<file path="config.mk">
export PLATFORM = sky130hd
export DESIGN_NAME = quaternion_stream_normalizer_unit
export DESIGN_NICKNAME = d
export VERILOG_FILES = /design/src/design/qsn_pkg.sv /design/src/design/qsn_lane.sv /design/src/design/quaternion_stream_normalizer_unit.sv
export VERILOG_INCLUDE_DIRS = /design/src /design/src/design
export SDC_FILE = /design/constraint.sdc
export NUM_CORES = 2
export LEC_CHECK = 0
export ABC_CLOCK_PERIOD_IN_PS = 20200
export BUFFER_PORTS_ARGS = -buffer_cell sky130_fd_sc_hd__buf_2
export CORE_ASPECT_RATIO = 0.7
export CORE_MARGIN = 2
export CORE_UTILIZATION = 43
export DETAILED_ROUTE_END_ITERATION = 8
export GPL_TIMING_DRIVEN = 0
export SLEW_MARGIN = 10
export SYNTH_ARGS = -nofsm -noshare
export SYNTH_HDL_FRONTEND = slang
export SYNTH_HIERARCHICAL = 1
export SYNTH_SLANG_ARGS = --single-unit
</file>
<file path="constraint.sdc">
create_clock -name clk_i -period 20.2 [get_ports clk_i]
set_input_delay 4.04 -clock clk_i [delete_from_list [all_inputs] [get_ports clk_i]]
set_output_delay 4.04 -clock clk_i [all_outputs]
set_load 0.02 [all_outputs]
</file>
<file path="src/design/quaternion_stream_normalizer_unit_macros.svh">
// ---------------------------------------------------------------------------
// Assertion macros for the quaternion stream normalizer
// Concurrent checks are compiled for simulation and drop out for synthesis.
// ---------------------------------------------------------------------------
`ifndef QUATERNION_STREAM_NORMALIZER_UNIT_MACROS_SVH
`define QUATERNION_STREAM_NORMALIZER_UNIT_MACROS_SVH

`ifndef SYNTHESIS
// same-cycle implication
`define QSN_ASSERT_IMP(lbl, clk, rstn, ante, cons, msg) \
  lbl: assert property (@(posedge clk) disable iff (!rstn) (ante) |-> (cons)) \
    else $error(msg);
// next-cycle implication
`define QSN_ASSERT_NXT(lbl, clk, rstn, ante, cons, msg) \
  lbl: assert property (@(posedge clk) disable iff (!rstn) (ante) |=> (cons)) \
    else $error(msg);
`else
`define QSN_ASSERT_IMP(lbl, clk, rstn, ante, cons, msg)
`define QSN_ASSERT_NXT(lbl, clk, rstn, ante, cons, msg)
`endif

`endif

</file>
<file path="src/design/qsn_pkg.sv">
`timescale 1ns / 1ps
// ---------------------------------------------------------------------------
// qsn_pkg
// Shared widths, step counts and the lane control bundle.
// ---------------------------------------------------------------------------
package qsn_pkg;

  localparam int FRAC_BITS_DEF  = 20;
  localparam int COMP_WIDTH_DEF = 24;

  localparam int THR_W     = 23;
  localparam int THR_RESET = 1;
  localparam int OUT_W     = 22;
  localparam int N_COMP    = 4;

  // the largest normalized magnitude sits in [2^29, 2^30]
  localparam int NORM_LO_BIT = 29;
  localparam int NORM_HI_BIT = 30;
  localparam int NM_W        = 31;
  localparam int SQ_W        = 2 * NM_W;
  localparam int SUM_W       = SQ_W + 1;
  localparam int RAD_W       = 64;
  localparam int ROOT_W      = 32;
  localparam int RREM_W      = ROOT_W + 2;
  localparam int DREM_W      = ROOT_W + 1;

  localparam int SQ_STEPS   = NM_W;
  localparam int ROOT_STEPS = RAD_W / 2;
  localparam int CNT_W      = 6;

  typedef struct packed {
    logic load;
    logic shl;
    logic shr;
    logic sq_init;
    logic sq_step;
    logic dv_init;
    logic dv_step;
  } qsn_lane_ctrl_t;

endpackage

</file>
<file path="src/design/qsn_lane.sv">
`timescale 1ns / 1ps
// ---------------------------------------------------------------------------
// qsn_lane
// One component lane: magnitude shifter, bit-serial squarer and a
// bit-serial restoring divider that yields the rounded unit magnitude.
// ---------------------------------------------------------------------------
module qsn_lane import qsn_pkg::*; #(
  parameter int COMP_WIDTH = COMP_WIDTH_DEF,
  parameter int FRAC_BITS  = FRAC_BITS_DEF,
  localparam int MAG_W     = (COMP_WIDTH > NM_W) ? COMP_WIDTH : NM_W
) (
  input  logic                 clk_i,
  input  qsn_lane_ctrl_t       ctrl_i,
  input  logic [MAG_W-1:0]     mag_i,
  input  logic [ROOT_W-1:0]    root_i,
  output logic [MAG_W-1:0]     mag_o,
  output logic [SQ_W-1:0]      sq_o,
  output logic [FRAC_BITS:0]   quo_o
);

  localparam int NUM_W = NM_W + FRAC_BITS;

  logic [MAG_W-1:0]   mag_q, mag_d;
  logic [SQ_W-1:0]    mcand_q, mcand_d;
  logic [NM_W-1:0]    mplier_q, mplier_d;
  logic [SQ_W-1:0]    acc_q, acc_d;
  logic [DREM_W-1:0]  rem_q, rem_d;
  logic [FRAC_BITS:0] lo_q, lo_d;

  logic [NUM_W-1:0]   num;
  logic [DREM_W-1:0]  trial;
  logic               qbit;

  always_comb begin
    num   = {mag_q[NM_W-1:0], {FRAC_BITS{1'b0}}} + NUM_W'(root_i >> 1);
    trial = {rem_q[DREM_W-2:0], lo_q[FRAC_BITS]};
    qbit  = (trial >= {1'b0, root_i});
  end

  always_comb begin
    mag_d    = mag_q;
    mcand_d  = mcand_q;
    mplier_d = mplier_q;
    acc_d    = acc_q;
    rem_d    = rem_q;
    lo_d     = lo_q;
    if (ctrl_i.load) begin
      mag_d = mag_i;
    end else if (ctrl_i.shl) begin
      mag_d = mag_q << 1;
    end else if (ctrl_i.shr) begin
      mag_d = mag_q >> 1;
    end
    if (ctrl_i.sq_init) begin
      mcand_d  = SQ_W'(mag_q[NM_W-1:0]);
      mplier_d = mag_q[NM_W-1:0];
      acc_d    = '0;
    end else if (ctrl_i.sq_step) begin
      // add the shifted multiplicand for each set multiplier bit
      if (mplier_q[0]) begin
        acc_d = acc_q + mcand_q;
      end
      mcand_d  = mcand_q << 1;
      mplier_d = mplier_q >> 1;
    end
    if (ctrl_i.dv_init) begin
      // quotient has FRAC_BITS+1 bits, so the upper part starts below root_i
      rem_d = DREM_W'(num >> (FRAC_BITS + 1));
      lo_d  = num[FRAC_BITS:0];
    end else if (ctrl_i.dv_step) begin
      rem_d = qbit ? (trial - {1'b0, root_i}) : trial;
      lo_d  = {lo_q[FRAC_BITS-1:0], qbit};
    end
  end

  always_ff @(posedge clk_i) begin
    mag_q    <= mag_d;
    mcand_q  <= mcand_d;
    mplier_q <= mplier_d;
    acc_q    <= acc_d;
    rem_q    <= rem_d;
    lo_q     <= lo_d;
  end

  assign mag_o = mag_q;
  assign sq_o  = acc_q;
  assign quo_o = lo_q;

endmodule

</file>
<file path="src/design/quaternion_stream_normalizer_unit.sv">
`timescale 1ns / 1ps
// ---------------------------------------------------------------------------
// quaternion_stream_normalizer_unit
// Scales each incoming quaternion to unit length, or repeats the held unit
// quaternion when every component is below the zero threshold or all are zero.
// ---------------------------------------------------------------------------
// Channel   Dir  Handshake                Payload
// s_axis    in   s_axis_tvalid/tready     tdata: comp x,y,z,w; tuser: first_point
// m_axis    out  m_axis_tvalid/tready     tdata: unit x,y,z,w; tuser: held
// cfg       in   cfg_we_i                 cfg_wdata_i: zero_threshold
//
// An empty item goes from accept straight to the done state. A normalized
// item passes the normalizing shifts, the bit-serial squarers (31 steps),
// two adds, the two-bit-per-cycle root (32 steps) and the bit-serial
// dividers (FRAC_BITS+1 steps). Reset loads the identity, no sweep.
// A finished result waits in its stage until the output register is free;
// the output register itself holds while m_axis_tready is low.
// ---------------------------------------------------------------------------
`include "quaternion_stream_normalizer_unit_macros.svh"

module quaternion_stream_normalizer_unit import qsn_pkg::*; #(
  parameter int FRAC_BITS  = FRAC_BITS_DEF,
  parameter int COMP_WIDTH = COMP_WIDTH_DEF,
  localparam int IN_DATA_W = ((N_COMP * COMP_WIDTH + 7) / 8) * 8,
  localparam int OUT_DATA_W = ((N_COMP * OUT_W + 7) / 8) * 8
) (
  input  logic                  clk_i,
  input  logic                  rst_ni,
  input  logic                  cfg_we_i,
  input  logic [THR_W-1:0]      cfg_wdata_i,   // zero_threshold
  input  logic                  s_axis_tvalid,
  output logic                  s_axis_tready,
  input  logic [IN_DATA_W-1:0]  s_axis_tdata,  // comp_x, comp_y, comp_z, comp_w
  input  logic                  s_axis_tuser,  // first_point
  output logic                  m_axis_tvalid,
  input  logic                  m_axis_tready,
  output logic [OUT_DATA_W-1:0] m_axis_tdata,  // unit_x, unit_y, unit_z, unit_w
  output logic                  m_axis_tuser   // held
);

  localparam int MAG_W = (COMP_WIDTH > NM_W) ? COMP_WIDTH : NM_W;
  localparam logic [63:0] IDENT64 = 64'd1 << FRAC_BITS;
  localparam logic [COMP_WIDTH-1:0] IDENT_W = IDENT64[COMP_WIDTH-1:0];
  localparam logic [MAG_W-1:0] NORM_HI = MAG_W'(64'd1 << NORM_HI_BIT);

  localparam logic [3:0] ST_IDLE  = 4'd0;
  localparam logic [3:0] ST_NORM  = 4'd1;
  localparam logic [3:0] ST_SQR   = 4'd2;
  localparam logic [3:0] ST_ADD1  = 4'd3;
  localparam logic [3:0] ST_ADD2  = 4'd4;
  localparam logic [3:0] ST_ROOT  = 4'd5;
  localparam logic [3:0] ST_DPREP = 4'd6;
  localparam logic [3:0] ST_DIV   = 4'd7;
  localparam logic [3:0] ST_DONE  = 4'd8;

  logic [3:0]       state_q, state_d;
  logic [CNT_W-1:0] cnt_q, cnt_d;
  logic [THR_W-1:0] thr_q;
  logic             out_valid_q;
  logic [OUT_DATA_W-1:0] out_data_q;
  logic             out_held_q;

  logic [N_COMP-1:0][COMP_WIDTH-1:0] last_unit_q;
  logic [N_COMP-1:0][COMP_WIDTH-1:0] unit_next;
  logic [N_COMP-1:0]                 neg_q;
  logic                              held_q;

  logic [SUM_W-1:0]  p0_q, p1_q;
  logic [RAD_W-1:0]  rad_q, rad_d;
  logic [RREM_W-1:0] rrem_q, rrem_d;
  logic [ROOT_W-1:0] root_q, root_d;

  qsn_lane_ctrl_t    lane_ctrl;
  logic [N_COMP-1:0][MAG_W-1:0]   in_mag;
  logic [N_COMP-1:0][MAG_W-1:0]   lane_mag;
  logic [N_COMP-1:0][SQ_W-1:0]    lane_sq;
  logic [N_COMP-1:0][FRAC_BITS:0] lane_quo;
  logic [N_COMP-1:0]              in_neg;

  logic in_acc, out_free, load_out, in_empty;
  logic shl_need, shr_need;
  logic [RREM_W+1:0] rt_r, rt_t;
  logic [OUT_DATA_W-1:0] out_data_d;

  assign in_acc   = s_axis_tvalid && s_axis_tready;
  assign out_free = !out_valid_q || m_axis_tready;
  assign s_axis_tready = (state_q == ST_IDLE);

  // magnitudes and the empty test on the incoming request
  always_comb begin
    logic [COMP_WIDTH-1:0] v;
    logic [COMP_WIDTH-1:0] mag_c;
    logic any_big;
    logic any_set;
    any_big = 1'b0;
    any_set = 1'b0;
    for (int i = 0; i < N_COMP; i++) begin
      v         = s_axis_tdata[i*COMP_WIDTH +: COMP_WIDTH];
      in_neg[i] = v[COMP_WIDTH-1];
      mag_c     = in_neg[i] ? ((~v) + COMP_WIDTH'(1)) : v;
      in_mag[i] = MAG_W'(mag_c);
      if (in_mag[i] >= MAG_W'(thr_q)) begin
        any_big = 1'b1;
      end
      if (in_mag[i] != '0) begin
        any_set = 1'b1;
      end
    end
    in_empty = !any_big || !any_set;
  end

  // normalizing direction from the lane magnitudes
  always_comb begin
    logic [MAG_W-1:0] mag_or;
    mag_or   = '0;
    shr_need = 1'b0;
    for (int i = 0; i < N_COMP; i++) begin
      mag_or = mag_or | lane_mag[i];
      if (lane_mag[i] > NORM_HI) begin
        shr_need = 1'b1;
      end
    end
    shl_need = ~|mag_or[MAG_W-1:NORM_LO_BIT];
  end

  always_comb begin
    state_d   = state_q;
    cnt_d     = cnt_q;
    lane_ctrl = '0;
    load_out  = 1'b0;
    unique case (state_q)
      ST_IDLE: begin
        if (in_acc) begin
          lane_ctrl.load = 1'b1;
          state_d = in_empty ? ST_DONE : ST_NORM;
        end
      end
      ST_NORM: begin
        if (shl_need) begin
          lane_ctrl.shl = 1'b1;
        end else if (shr_need) begin
          lane_ctrl.shr = 1'b1;
        end else begin
          lane_ctrl.sq_init = 1'b1;
          cnt_d   = '0;
          state_d = ST_SQR;
        end
      end
      ST_SQR: begin
        lane_ctrl.sq_step = 1'b1;
        if (cnt_q == CNT_W'(SQ_STEPS - 1)) begin
          cnt_d   = '0;
          state_d = ST_ADD1;
        end else begin
          cnt_d = cnt_q + CNT_W'(1);
        end
      end
      ST_ADD1: begin
        state_d = ST_ADD2;
      end
      ST_ADD2: begin
        cnt_d   = '0;
        state_d = ST_ROOT;
      end
      ST_ROOT: begin
        if (cnt_q == CNT_W'(ROOT_STEPS - 1)) begin
          cnt_d   = '0;
          state_d = ST_DPREP;
        end else begin
          cnt_d = cnt_q + CNT_W'(1);
        end
      end
      ST_DPREP: begin
        lane_ctrl.dv_init = 1'b1;
        cnt_d   = '0;
        state_d = ST_DIV;
      end
      ST_DIV: begin
        lane_ctrl.dv_step = 1'b1;
        if (cnt_q == CNT_W'(FRAC_BITS)) begin
          cnt_d   = '0;
          state_d = ST_DONE;
        end else begin
          cnt_d = cnt_q + CNT_W'(1);
        end
      end
      ST_DONE: begin
        // hold until the output register can take the result
        if (out_free) begin
          load_out = 1'b1;
          state_d  = ST_IDLE;
        end
      end
      default: begin
        state_d = ST_IDLE;
      end
    endcase
  end

  // digit-by-digit square root, two radicand bits per step
  always_comb begin
    rad_d  = rad_q;
    rrem_d = rrem_q;
    root_d = root_q;
    rt_r   = {rrem_q, rad_q[RAD_W-1 -: 2]};
    rt_t   = {2'b00, root_q, 2'b01};
    if (state_q == ST_ADD2) begin
      rad_d  = {1'b0, p0_q + p1_q};
      rrem_d = '0;
      root_d = '0;
    end else if (state_q == ST_ROOT) begin
      rad_d = rad_q << 2;
      if (rt_r >= rt_t) begin
        rrem_d = RREM_W'(rt_r - rt_t);
        root_d = {root_q[ROOT_W-2:0], 1'b1};
      end else begin
        rrem_d = rt_r[RREM_W-1:0];
        root_d = {root_q[ROOT_W-2:0], 1'b0};
      end
    end
  end

  // result selection: held value or signed quotient
  always_comb begin
    logic [63:0] qx;
    logic [63:0] sv;
    logic [63:0] ux;
    out_data_d = '0;
    for (int i = 0; i < N_COMP; i++) begin
      qx = 64'(lane_quo[i]);
      sv = neg_q[i] ? (64'd0 - qx) : qx;
      unit_next[i] = held_q ? last_unit_q[i] : sv[COMP_WIDTH-1:0];
      ux = 64'(unit_next[i]);
      out_data_d[i*OUT_W +: OUT_W] = ux[OUT_W-1:0];
    end
  end

  for (genvar g = 0; g < N_COMP; g++) begin : g_lane
    qsn_lane #(
      .COMP_WIDTH (COMP_WIDTH),
      .FRAC_BITS  (FRAC_BITS)
    ) u_lane (
      .clk_i  (clk_i),
      .ctrl_i (lane_ctrl),
      .mag_i  (in_mag[g]),
      .root_i (root_q),
      .mag_o  (lane_mag[g]),
      .sq_o   (lane_sq[g]),
      .quo_o  (lane_quo[g])
    );
  end

  always_ff @(posedge clk_i or negedge rst_ni) begin
    if (!rst_ni) begin
      state_q     <= ST_IDLE;
      cnt_q       <= '0;
      thr_q       <= THR_W'(THR_RESET);
      out_valid_q <= 1'b0;
      for (int i = 0; i < N_COMP; i++) begin
        last_unit_q[i] <= (i == N_COMP - 1) ? IDENT_W : '0;
      end
    end else begin
      state_q <= state_d;
      cnt_q   <= cnt_d;
      if (cfg_we_i) begin
        thr_q <= cfg_wdata_i;
      end
      if (load_out) begin
        out_valid_q <= 1'b1;
      end else if (m_axis_tready) begin
        out_valid_q <= 1'b0;
      end
      // restart the trajectory before this request is processed
      if (in_acc && s_axis_tuser) begin
        for (int i = 0; i < N_COMP; i++) begin
          last_unit_q[i] <= (i == N_COMP - 1) ? IDENT_W : '0;
        end
      end else if (load_out) begin
        last_unit_q <= unit_next;
      end
    end
  end

  always_ff @(posedge clk_i) begin
    rad_q  <= rad_d;
    rrem_q <= rrem_d;
    root_q <= root_d;
    if (in_acc) begin
      neg_q  <= in_neg;
      held_q <= in_empty;
    end
    if (state_q == ST_ADD1) begin
      p0_q <= SUM_W'(lane_sq[0]) + SUM_W'(lane_sq[1]);
      p1_q <= SUM_W'(lane_sq[2]) + SUM_W'(lane_sq[3]);
    end
    if (load_out) begin
      out_data_q <= out_data_d;
      out_held_q <= held_q;
    end
  end

  assign m_axis_tvalid = out_valid_q;
  assign m_axis_tdata  = out_data_q;
  assign m_axis_tuser  = out_held_q;

  `QSN_ASSERT_NXT(a_busy_after_accept, clk_i, rst_ni, in_acc, state_q != ST_IDLE,
                  "sequencer stayed idle after a request")
  `QSN_ASSERT_IMP(a_norm_settled, clk_i, rst_ni, state_q == ST_SQR,
                  !shl_need && !shr_need, "magnitudes left normal range while squaring")
  `QSN_ASSERT_IMP(a_root_count, clk_i, rst_ni, state_q == ST_ROOT,
                  cnt_q < CNT_W'(ROOT_STEPS), "root step count overran")
  `QSN_ASSERT_NXT(a_held_keeps_unit, clk_i, rst_ni, load_out && held_q,
                  $stable(last_unit_q), "held result changed the stored unit quaternion")

endmodule
</file>
# ---- After elaboration in Yosys (flattened, before gate mapping)
# Cells that the tools add are included.
dict set report op_classes {
  n_mux 107
  add_sub_neg 25
  bitwise_logic 7
  magnitude_cmp 13
  eq_ne 18
  n_reduce_logical 28
}
# cell n
set ops {}
lappend ops {{$mux 31} 24}
lappend ops {{$mux 24} 14}
lappend ops {{$add 62x62->62} 4}
lappend ops {{$mux 30} 8}
lappend ops {{$add 51x31->51} 4}
lappend ops {{$mux 94} 2}
lappend ops {{$mux 21} 8}
lappend ops {{$ge 33x32->1} 4}
lappend ops {{$mux 32} 4}
lappend ops {{$sub 32x32->32} 4}
lappend ops {{$add 62x62->63} 2}
lappend ops {{$mux 63} 2}
lappend ops {{$gt 31x31->1 const B} 4}
lappend ops {{$add 24x1->24 const B} 4}
lappend ops {{$ge 24x23->1} 4}
lappend ops {{$not 24->24} 4}
lappend ops {{$reduce_bool 24->1} 4}
lappend ops {{$or 31x31->31} 3}
lappend ops {{$sub 1x21->22 const A} 4}
lappend ops {{$add 63x63->63} 1}
lappend ops {{$mux 22} 2}
lappend ops {{$ge 36x34->1} 1}
lappend ops {{$pmux 4 s9} 1}
lappend ops {{$mux 34} 1}
lappend ops {{26 further kinds} 85}
dict set report totals {
  out_inout_bits 91
  reg_bits 1428
  in_bits 125
  wordCells 252
}

# ---- Logic depth before layout (Yosys ltp)
dict set report logic_depth {
  depth_word 13
  mapped_depth 19
  depth_no_buf 19
}

# ---- Hierarchy
# The synthesis kept the hierarchy.
# mod seq_area_each_um2 cells_per_inst area_per_inst_um2 instances
set by_module_without_submodules {}
lappend by_module_without_submodules {{qsn_lane at g_lane[1].u_lane ...} 6226.0 1788 15887.7 3}
lappend by_module_without_submodules {quaternion_stream_normalizer_unit 12894.9 3926 35557.9 1}
lappend by_module_without_submodules {{qsn_lane at g_lane[0].u_lane} 6226.0 1797 15924.0 1}

# ---- Worst setup path before layout
# Ideal clock, no wire load.
dict set report synth_path {
  path_kind {register to register}
  start {reg state_q[1]}
  end {reg p0_q[0], enable pin}
  setup_slack_ps 10162
  path_stages_with_launch 4
  period_less_slack_ps 10038
  n_path_buf 1
  required_ps 19435
  arrival_time_ps 9273
  setup_ps 765
  cell_sequence {dfrtp_1 clkbuf_1 nand2_1 nor3_1}
}
dict set report synth_via {
  elab_chain_cells 1
}
# item line_no
set synth_lines {}
lappend synth_lines {{start, declared} quaternion_stream_normalizer_unit.sv:56} ;# logic [3:0] state_q, state_d;
lappend synth_lines {{start signal, assigned} quaternion_stream_normalizer_unit.sv:263} ;# state_q <= state_d;
lappend synth_lines {{$eq 4x2->1} quaternion_stream_normalizer_unit.sv:292} ;# if (state_q == ST_ADD1) begin
lappend synth_lines {{end signal, assigned} quaternion_stream_normalizer_unit.sv:293} ;# p0_q <= SUM_W'(lane_sq[0]) + SUM_W'(lane_sq[1]);
lappend synth_lines {{end, declared} quaternion_stream_normalizer_unit.sv:68} ;# logic [SUM_W-1:0] p0_q, p1_q;
# Every way passes these cells.
# A chain may end at the register's enable or synchronous reset.

==> flow_metrics.tcl <==
set metrics [dict create \
    netlist-cell-type-count 120 \
    ctsRootBufferMaster "clkbuf_16" \
    relSlewSlack_pct 6.41 \
    n_fill_cell 21898 \
    setup_viol 0 \
    ir_drop_uv 89.9 \
    rsz0062_at_grt "no" \
    dp.cells 14401 \
    cts_tree "built" \
    post_cts_buffers 0 \
    ys_seq_elements 1428 \
    critPathArrivalTime_ps 8720 \
    drive_gt1_share_pct 7.26 \
    wl_um 374000 \
    utilization_pct 48.0 \
    max_slew.worst_pin.slew_ps 1400 \
    gp_congestion 0.984 \
    hold_slack_ps 479 \
    async_reset_ff_share_pct 8.54 \
    path_common_cell "a21o_1" \
    hp-class "reg2reg" \
    grt-ovfl-total 0 \
    ys_top_cells_by_area "edfxtp_1 26%, ha_1 9.3%, dfxtp_1 9.0%" \
    syn_to_final_growth_pct 11.0 \
    min_period_ps 7970 \
    holdPathStages 2 \
    critPathLaunchType "primary input" \
    hpwl_um 298000 \
    fmax_mhz 125 \
    insertion_delay_ps 870 \
    vias 88870 \
    cts_buffers 167 \
    clk_pin_slew_ps 60 \
    core_area_sq_mm 0.229 \
    cap_violations 0 \
    die_h_um 406 \
    grt_pass1_vias 80782 \
    cts_hold_buffers 0 \
    avgViaCountPerCell 6.04 \
    end_kind "flip-flop" \
    ant_nets 0 \
    grt_pass1_wl_um 542000 \
    skew_ps 77.9 \
    status "completed" \
    netlist.area_leader.share_pct 26.0 \
    multi_input_area_sq_mm 0.0569 \
    synth.largest_area_cell "edfxtp_1" \
    clock_path_buffers 4 \
    fin_cells 14713 \
    whs_endpoint "last_unit_q[92]$_DFFE_PN1P_" \
    seq_area_sq_mm 0.0378 \
    row_count 147 \
    regToRegSetupSlack_ps 13960 \
    r2r-end "g_lane[0].u_lane/mplier_q[16]$_DFFE_PP_" \
    portBuffers 210 \
    htree_levels 4 \
    slew_viol_final 0 \
    tns_ps 0 \
    die-width_um 578 \
    reg2reg_depth 11 \
    layout.nets 12396 \
    ios 216 \
    yosysSeqAreaShare_pct 38.1 \
    r2r-start "g_lane[2].u_lane/mag_o[24]$_DFFE_PP_" \
    initial_core_util_pct 43.2 \
    crit_fanout 10 \
    cts.sinks 1428 \
    cp_cell_sequence "buf_2 -> clkbuf_1 -> clkbuf_1 -> buf_1 -> nand2_1 -> xnor2_1 -> ha_1 -> a21o_1 -> a21o_1 -> a21oi_1 -> nor2b_1 -> o21ai_0 -> a21oi_1 -> a211oi_1 -> o221ai_1 -> o31ai_4 -> buf_8 -> a211oi_1 -> a21o_1" \
    p_leak_nw 44.2 \
    yosysWarnings 6 \
    synth_ff_type "edfxtp_1" \
    drc 0 \
    finalHoldViolations 0 \
    worstHoldStart "last_unit_q[92]$_DFFE_PN1P_" \
    drtPass1Iterations 6 \
    required_ps 20950 \
    fin_crit_sh_pct 39.5 \
    synth_edf_count 859 \
    cpMaxStageDelayCell "xnor2_1" \
    power_mw 20.4 \
    cpPeakStageDelay_ps 480 \
    wl_per_cell_um 25.4 \
    grtUsageTotal_pct 30.9 \
    syn-mean-instance-area_sq_um 8.94 \
    die-area_sq_mm 0.234 \
    synthCells 11087 \
    cts_resized 0 \
    syn-cell-area_sq_mm 0.0991 \
    antenna_found_initial 28 \
    drtIter0Drc 11648 \
    power_density_mw_per_mm2 186 \
    grt_max_degree 66 \
    worst-setup-path-type "in2reg" \
]
==> worst max-delay path, delay by kind of cell <==
kind	cells	cell delay (ps)
buffers and inverters	5	1650
XOR/XNOR	1	480
AO/OA/AOI/OAI	10	1970
adder cells (fa/ha/maj)	1	350
AND/OR/NAND/NOR	2	170
==> metal layers <==
layer	GRT usage, %	vias up	wire (um)
li1	-	41197	-
met1	48.6	43197	181000
met2	38.5	4017	135000
met3	11.6	453	50200
met4	6.82	6	8320
met5	0	-	188
==> sequential cells by signal (all words and copies together), names as in the netlist, 84 cells and up <==
name and count:
last_unit_q 88, g_lane.u_lane/rem_q 128, g_lane.u_lane/mcand_q 248, g_lane.u_lane/mplier_q 124
g_lane.u_lane/sq_o 248, g_lane.u_lane/quo_o 84, g_lane.u_lane/mag_o 124, m_axis_tdata 88
==> cells by family after synthesis <==
kind of cell	Yosys count	synth area share, %
AO/OA/AOI/OAI	3393	21.9
AND/OR/NAND/NOR	3187	14.8
flip-flops	1428	38.1
buffers and inverters	1154	4.63
XOR/XNOR	793	7.01
adder cells (fa/ha/maj)	754	9.63
multiplexers	377	3.93
other	1	0.00378
==> cell type report <==
cell class / count / share of cell area, %
clock buffer: 219 / 4.15
multi-input combinational: 8532 / 51.8
antenna: 13 / 0.0296
sequential: 1428 / 34.4
timing repair buffer: 234 / 1.24
inverter: 600 / 2.05
clock inverter: 79 / 0.806
tap: 3054 / 3.47
buffer: 554 / 2.13
==> Yosys cell counts (all sizes together), types with 19 or more instances <==
cell,count
or3,64
nor2b,87
xnor2,425
and3,77
dfrtp,120
mux2,101
o31ai,78
nand2,1327
nand4,170
clkbuf,440
a21boi,46
nand3,182
a41oi,22
a22o,92
o21a,64
inv,599
ha,739
a211o,26
nand2b,94
or2,57
buf,114
nor2,721
edfxtp,859
a21o,363
o21bai,111
nor3,182
a311oi,23
and2,49
a31oi,87
o41ai,47
a2111oi,24
a21oi,937
o21ai,1025
dfxtp,447
xor2,368
a221o,19
a211oi,193
mux2i,276
or4,33
nor4,73
o211ai,66
==> metrics by stage <==
stage | area [sq um] | setup slack [ps]
final | 110000 | 12230
after global routing | 110000 | 11960
after CTS | 110000 | 11540
after detailed placement | 104000 | 10610
after global placement | 104000 | 5600
after floorplan | 99200 | 10160
==> layout by cell type (no fill, tap or decap), types with 368 or more instances in the layout <==
cell      count
edfxtp_1    859
inv_1       599
ha_1        739
nor2_1      716
xor2_1      368
clkbuf_1    473
a21oi_1     926
o21ai_0     928
dfxtp_1     445
nand2_1    1327
xnor2_1     425
==> report_power, final <==
part           switching (mW)  internal [mW]
Combinational            6.94           4.11
Sequential               1.60           4.63
Clock                    1.31           1.81
Total                    9.86           10.6
==> how the worst max path moves through the flow <==
stage	startpoint	endpoint	slack, ps	cells after the start
6_report	s_axis_tdata[95]	state_q[0]$_DFFE_PN0P_	12230	19
2_1_floorplan	state_q[1]$_DFFE_PN0P_	p0_q[0]$_DFFE_PN_	10160	3
5_1_grt	s_axis_tdata[95]	state_q[0]$_DFFE_PN0P_	11960	19
4_1_cts	s_axis_tdata[95]	state_q[0]$_DFFE_PN0P_	11540	18
3_3_place_gp	state_q[1]$_DFFE_PN0P_	p1_q[9]$_DFFE_PN_	5600	3
3_5_place_dp	s_axis_tdata[95]	state_q[0]$_DFFE_PN0P_	10610	18
No activity file was read; power rests on OpenSTA's default activity.
